File: config.mk
export PLATFORM = sky130hd
export DESIGN_NAME = knndg_front
export DESIGN_NICKNAME = d
export VERILOG_FILES = /design/src/rtl/core/knndg_pkg.sv /design/src/rtl/core/knndg_front.sv
export SDC_FILE = /design/constraint.sdc
export NUM_CORES = 1
export LEC_CHECK = 0
export BUFFER_PORTS_ARGS = -buffer_cell sky130_fd_sc_hd__buf_2
export CAP_MARGIN = 10
export CORE_MARGIN = 4
export CORE_UTILIZATION = 50
export CTS_BUF_LIST = sky130_fd_sc_hd__clkbuf_16
export DETAILED_ROUTE_END_ITERATION = 10
export PLACE_DENSITY = 0.77
export SYNTH_ARGS = -nofsm -noshare
export SYNTH_HDL_FRONTEND = slang
export SYNTH_SLANG_ARGS = --single-unit
File: constraint.sdc
create_clock -name clk -period 8 [get_ports clk]
set_input_delay 0.8 -clock clk [delete_from_list [all_inputs] [get_ports clk]]
set_output_delay 0.8 -clock clk [all_outputs]
set_load 0.005 [all_outputs]
File: src/rtl/core/knndg_pkg.sv
// ---------------------------------------------------------------------------
// knndg_pkg: shared types and constants
// Widths, request and status codes, and the structs that connect the front
// end, the back end and the top level of the density-gradient normal block.
// ---------------------------------------------------------------------------
package knndg_pkg;

    localparam int MAX_POINTS  = 1024;
    localparam int PT_AW       = $clog2(MAX_POINTS);
    localparam int CNT_W       = PT_AW + 1;
    localparam int MAX_NB      = 32;
    localparam int NB_AW       = $clog2(MAX_NB);
    localparam int K_W         = NB_AW + 1;

    localparam int COORD_W     = 32;
    localparam int NRM_W       = 16;
    localparam int IN_TDATA_W  = 112;
    localparam int OUT_TDATA_W = 56;
    localparam int CFG_IDX_W   = 1;

    localparam int SQRT_STEPS  = 32;
    localparam int DIV_STEPS   = 31;

    localparam logic [5:0]  NB_RESET  = 6'd10;
    localparam logic [15:0] OFS_RESET = 16'd6554;
    localparam logic [30:0] Q30_ONE   = 31'h4000_0000;

    // Configuration register indexes.
    localparam logic [CFG_IDX_W-1:0] CFG_NUM_NB   = 1'b0;
    localparam logic [CFG_IDX_W-1:0] CFG_GRAD_OFS = 1'b1;

    // Request kinds as they arrive on the input stream.
    localparam logic [1:0] REQ_CLEAR  = 2'd0;
    localparam logic [1:0] REQ_APPEND = 2'd1;
    localparam logic [1:0] REQ_QUERY  = 2'd2;

    // Result status codes.
    localparam logic [1:0] ST_OK        = 2'd0;
    localparam logic [1:0] ST_FULL      = 2'd1;
    localparam logic [1:0] ST_BAD_INDEX = 2'd2;
    localparam logic [1:0] ST_FEW       = 2'd3;

    typedef enum logic [1:0] {
        OP_CLEAR,
        OP_APPEND,
        OP_QUERY,
        OP_NONE
    } op_t;

    typedef struct packed {
        op_t                       op;
        logic [PT_AW-1:0]          index;
        logic signed [COORD_W-1:0] x;
        logic signed [COORD_W-1:0] y;
        logic signed [COORD_W-1:0] z;
    } item_t;

    typedef struct packed {
        logic [5:0]  num_neighbours;
        logic [15:0] gradient_offset;
    } cfg_t;

    typedef struct packed {
        logic signed [NRM_W-1:0] normal_x;
        logic signed [NRM_W-1:0] normal_y;
        logic signed [NRM_W-1:0] normal_z;
        logic [1:0]              status;
    } res_t;

endpackage

File: src/rtl/core/knndg_front.sv
// ---------------------------------------------------------------------------
// knndg_front: request intake
// Accepts input transfers, decodes the request kind and holds the items in
// a two-entry queue in front of the back end.
// ---------------------------------------------------------------------------
module knndg_front (
    input  logic                               clk,
    input  logic                               rst_n,
    input  logic                               s_tvalid,
    output logic                               s_tready,
    input  logic [knndg_pkg::IN_TDATA_W-1:0]   s_tdata,
    input  logic [1:0]                         s_tuser,
    output knndg_pkg::item_t                   q_item,
    output logic                               q_valid,
    input  logic                               q_ready
);
    import knndg_pkg::*;

    item_t      q_mem_reg [0:1];
    logic       wr_ptr_reg;
    logic       rd_ptr_reg;
    logic [1:0] fill_reg;
    item_t      in_item;
    logic       push;
    logic       pop;

    always_comb
    begin
        in_item.index = s_tdata[PT_AW-1:0];
        in_item.x     = s_tdata[PT_AW +: COORD_W];
        in_item.y     = s_tdata[PT_AW+COORD_W +: COORD_W];
        in_item.z     = s_tdata[PT_AW+2*COORD_W +: COORD_W];
        case (s_tuser)
            REQ_CLEAR:  in_item.op = OP_CLEAR;
            REQ_APPEND: in_item.op = OP_APPEND;
            REQ_QUERY:  in_item.op = OP_QUERY;
            default:    in_item.op = OP_NONE;
        endcase
    end

    assign s_tready = (fill_reg != 2'd2);
    assign q_valid  = (fill_reg != 2'd0);
    assign q_item   = q_mem_reg[rd_ptr_reg];
    assign push     = s_tvalid && s_tready;
    assign pop      = q_valid && q_ready;

    always_ff @(posedge clk or negedge rst_n)
    begin
        if (!rst_n)
        begin
            wr_ptr_reg <= 1'b0;
            rd_ptr_reg <= 1'b0;
            fill_reg   <= 2'd0;
        end
        else
        begin
            if (push)
            begin
                wr_ptr_reg <= ~wr_ptr_reg;
            end
            if (pop)
            begin
                rd_ptr_reg <= ~rd_ptr_reg;
            end
            if (push && !pop)
            begin
                fill_reg <= fill_reg + 2'd1;
            end
            else if (pop && !push)
            begin
                fill_reg <= fill_reg - 2'd1;
            end
        end
    end

    always_ff @(posedge clk)
    begin
        if (push)
        begin
            q_mem_reg[wr_ptr_reg] <= in_item;
        end
    end

endmodule

==> metrics <==
PwrDens=~360 nW/µm²; final setup TNS=0 ns; die area=18100 µm²; Logic pwr share=0.251; CP cell instances=buf_4 -> mux2_2 -> buf_2; clk buf depth=3; Post-CTS Setup Bufs=0; max FFs per register=about 220; DIE HEIGHT=between 100 and 150 µm; Critical Path Start Type=register; Tcrit/Tclk final=0.446; Fin. Hold Viols=0; Mean Syn Cell Area=22.5 µm²; Final GP Congestion=0.704; DRC viols=0; post-synth top area cell=edfxtp_1; most frequent cells in the layout=221 x buf_2, 216 x edfxtp_1, 98 x mux2_2; adder-cell share of the synthesized area=0.00156; Post-CTS Resized=0; worst path required time=7.20 ns; Syn. warnings=0; minimum clock period=~3.6 ns; CP Data Arrival Time=2.77 ns; sequential share of power=0.475; Site Rows=46; CTS sink count=220; Routed WL=14900 µm; Net Count, Synth=around 480; simple-gate share of the synthesized area=0.00421; H-tree Lvls=1; Crit. End Element=primary output; Max Cap Violations=0; Pleak=roughly 3.8 nW; compound-gate portion of the synthesized area=0; Worst-Skew Late Latency=0.49 ns; Area Growth Syn to Fin=25.3%; largest net degree at the start of global routing=78; delay of the slowest critical-path stage=1.02 ns; vias in the first global route=4444; post-synthesis sequential area ratio=0.821; HP Class=primary input to asynchronous set/reset pin; Top-Level Pins=228; first-pass GRT wire length=22800 µm; Net Switching=about 0.00095 W; commonest non-fill, non-tap cell in the layout=buf_2; Post-DRT Antenna Nets=0; layout cells sized above 1=0.606; Critical Path Slowest Stage Cell=dfrtp_4; max-slew violations=0; area post-placement=9350 µm²; Max IR drop VDD=approximately 0.00022 V; post-DP HPWL=9630 µm; top cell type's share of synthesized area=0.809; Synth Area in XOR/XNOR=0.00546; Initial Util=0.507; total congestion overflow=0; Nets=roughly 700; Worst-Margin Slew=~1.1 ns; antenna violations before repair=2; switching part of the total=0.265; top post-synthesis cells by area=edfxtp_1 81%, mux2_2 14%, mux2_4 1.9%; CTS Buf Count=23; vias=around 4100; type of the worst setup path=register to primary output; post-synth cell types=16; internal power=0.00264 W; First DRT Iteration DRCs=199; setup violators final=0; multiplexer share of the synthesized area=0.156; Peak Freq=0.280 GHz; clock network power share=0.273; CTS tree=done; 1st-pass router iterations=4; Worst-path clk slew=0.06 ns; largest family of logic cells by synthesized area=multiplexers; Port Buffers=221; Setup WS post-layout=4.43 ns; status=complete, no violations; DR vias/cell=4.94; Post-Synthesis Cells=356; Hold-fix buffers, CTS=0; Cell Area, Synth=8020 µm²; Final Cell Area=10100 µm²; RSZ-0062 raised after global routing=false; drt wl/cell=roughly 18 µm; Die Width=between 100 and 150 µm; CORE AREA=15800 µm²; Seq cells post-synth=220; clk_skew=0.0143 ns; clk root buf=clkbuf_16; Crit Path Max Fanout=67; worst slack at placement=~4.8 ns; GR Util All Layers=0.159; slew margin rel.=0.296
synthesized netlist by cell type:
master and n:
buf_6 3, buf_2 9, ha_1 1, dfrtp_1 4, nor2_1 2, nand2_1 2
xor2_1 2, xnor2_1 3, mux2_2 98, edfxtp_1 216, and3_1 1, or2_2 1
clkbuf_1 2, inv_1 1, nand2b_1 1, mux2_4 10
metrics by stage:
| stage | cells | util | total power [W] | hold slack, ns |
|---|---|---|---|---|
| after floorplan | 356 | - | 0.00228 | 0.456 |
| after global placement | 782 | 0.591 | 0.00261 | 0.473 |
| after detailed placement | 782 | 0.591 | 0.00265 | 0.513 |
| after CTS | 820 | 0.635 | 0.00365 | 0.0811 |
| after global routing | 821 | 0.635 | 0.00379 | 0.0843 |
| final | 821 | 0.635 | 0.00359 | 0.100 |
worst max-delay path, delay by kind of cell (launching register included):
kind / cells / cell delay (ns)
multiplexers: 1 / 0.40
flip-flops: 1 / 1.02
buffers and inverters: 2 / 0.78
logic make-up (layout without fill, tap and decap cells):
| logic type | Yosys count | count (layout) |
|---|---|---|
| xor+xnor | 5 | 5 |
| simple gates | 7 | 7 |
| buf+inv | 15 | 263 |
| other cells | 0 | 1 |
| mux | 108 | 108 |
| flops | 220 | 220 |
| fa+ha+maj | 1 | 1 |
path summary, 6_finish.rpt:
kind | startpoint | endpoint | slack (ns) | depth (start not counted)
min in group clk | s_tdata[97] | q_mem_reg[0][23]$_DFFE_PP_ | 0.49 | 1
worst max register to register | fill_reg[0]$_DFFE_PN0P_ | q_mem_reg[0][106]$_DFFE_PP_ | 5.15 | 4
worst min-delay path | rst_n | wr_ptr_reg$_DFFE_PN0P_ | 0.10 | 1
worst max-delay path | rd_ptr_reg$_DFFE_PN0P_ | q_item[0] | 4.43 | 3
max in group asynchronous | rst_n | rd_ptr_reg$_DFFE_PN0P_ | 7.76 | 1
worst min register to register | fill_reg[1]$_DFFE_PN0P_ | fill_reg[1]$_DFFE_PN0P_ | 0.52 | 1
metal layers:
layer,routed length (µm),global-route usage
met5,8,0
met3,1230,0.0481
met4,333,0.0503
met1,5560,0.192
met2,7770,0.275
cell type report:
type                            count  area [µm²]
Multi-Input combinational cell    121        1360
Antenna cell                        1        2.50
Clock buffer                       23         576
Clock inverter                     15         125
Tap cell                          216         270
Fill cell                        1124        5780
Timing Repair Buffer              224        1130
Sequential cell                   220        6590
Inverter                            1        3.75
power groups by stage:
stage	sequential (W)	clock, W	combinational, W
5_1_grt	0.00174	0.00107	0.000985
4_1_cts	0.00171	0.00101	0.000927
2_1_floorplan	0.00168	0	0.000608
3_3_place_gp	0.00171	0	0.000902
6_report	0.00171	0.000982	0.000903
3_5_place_dp	0.00173	0	0.000920
(Power assumes the default switching activity.)
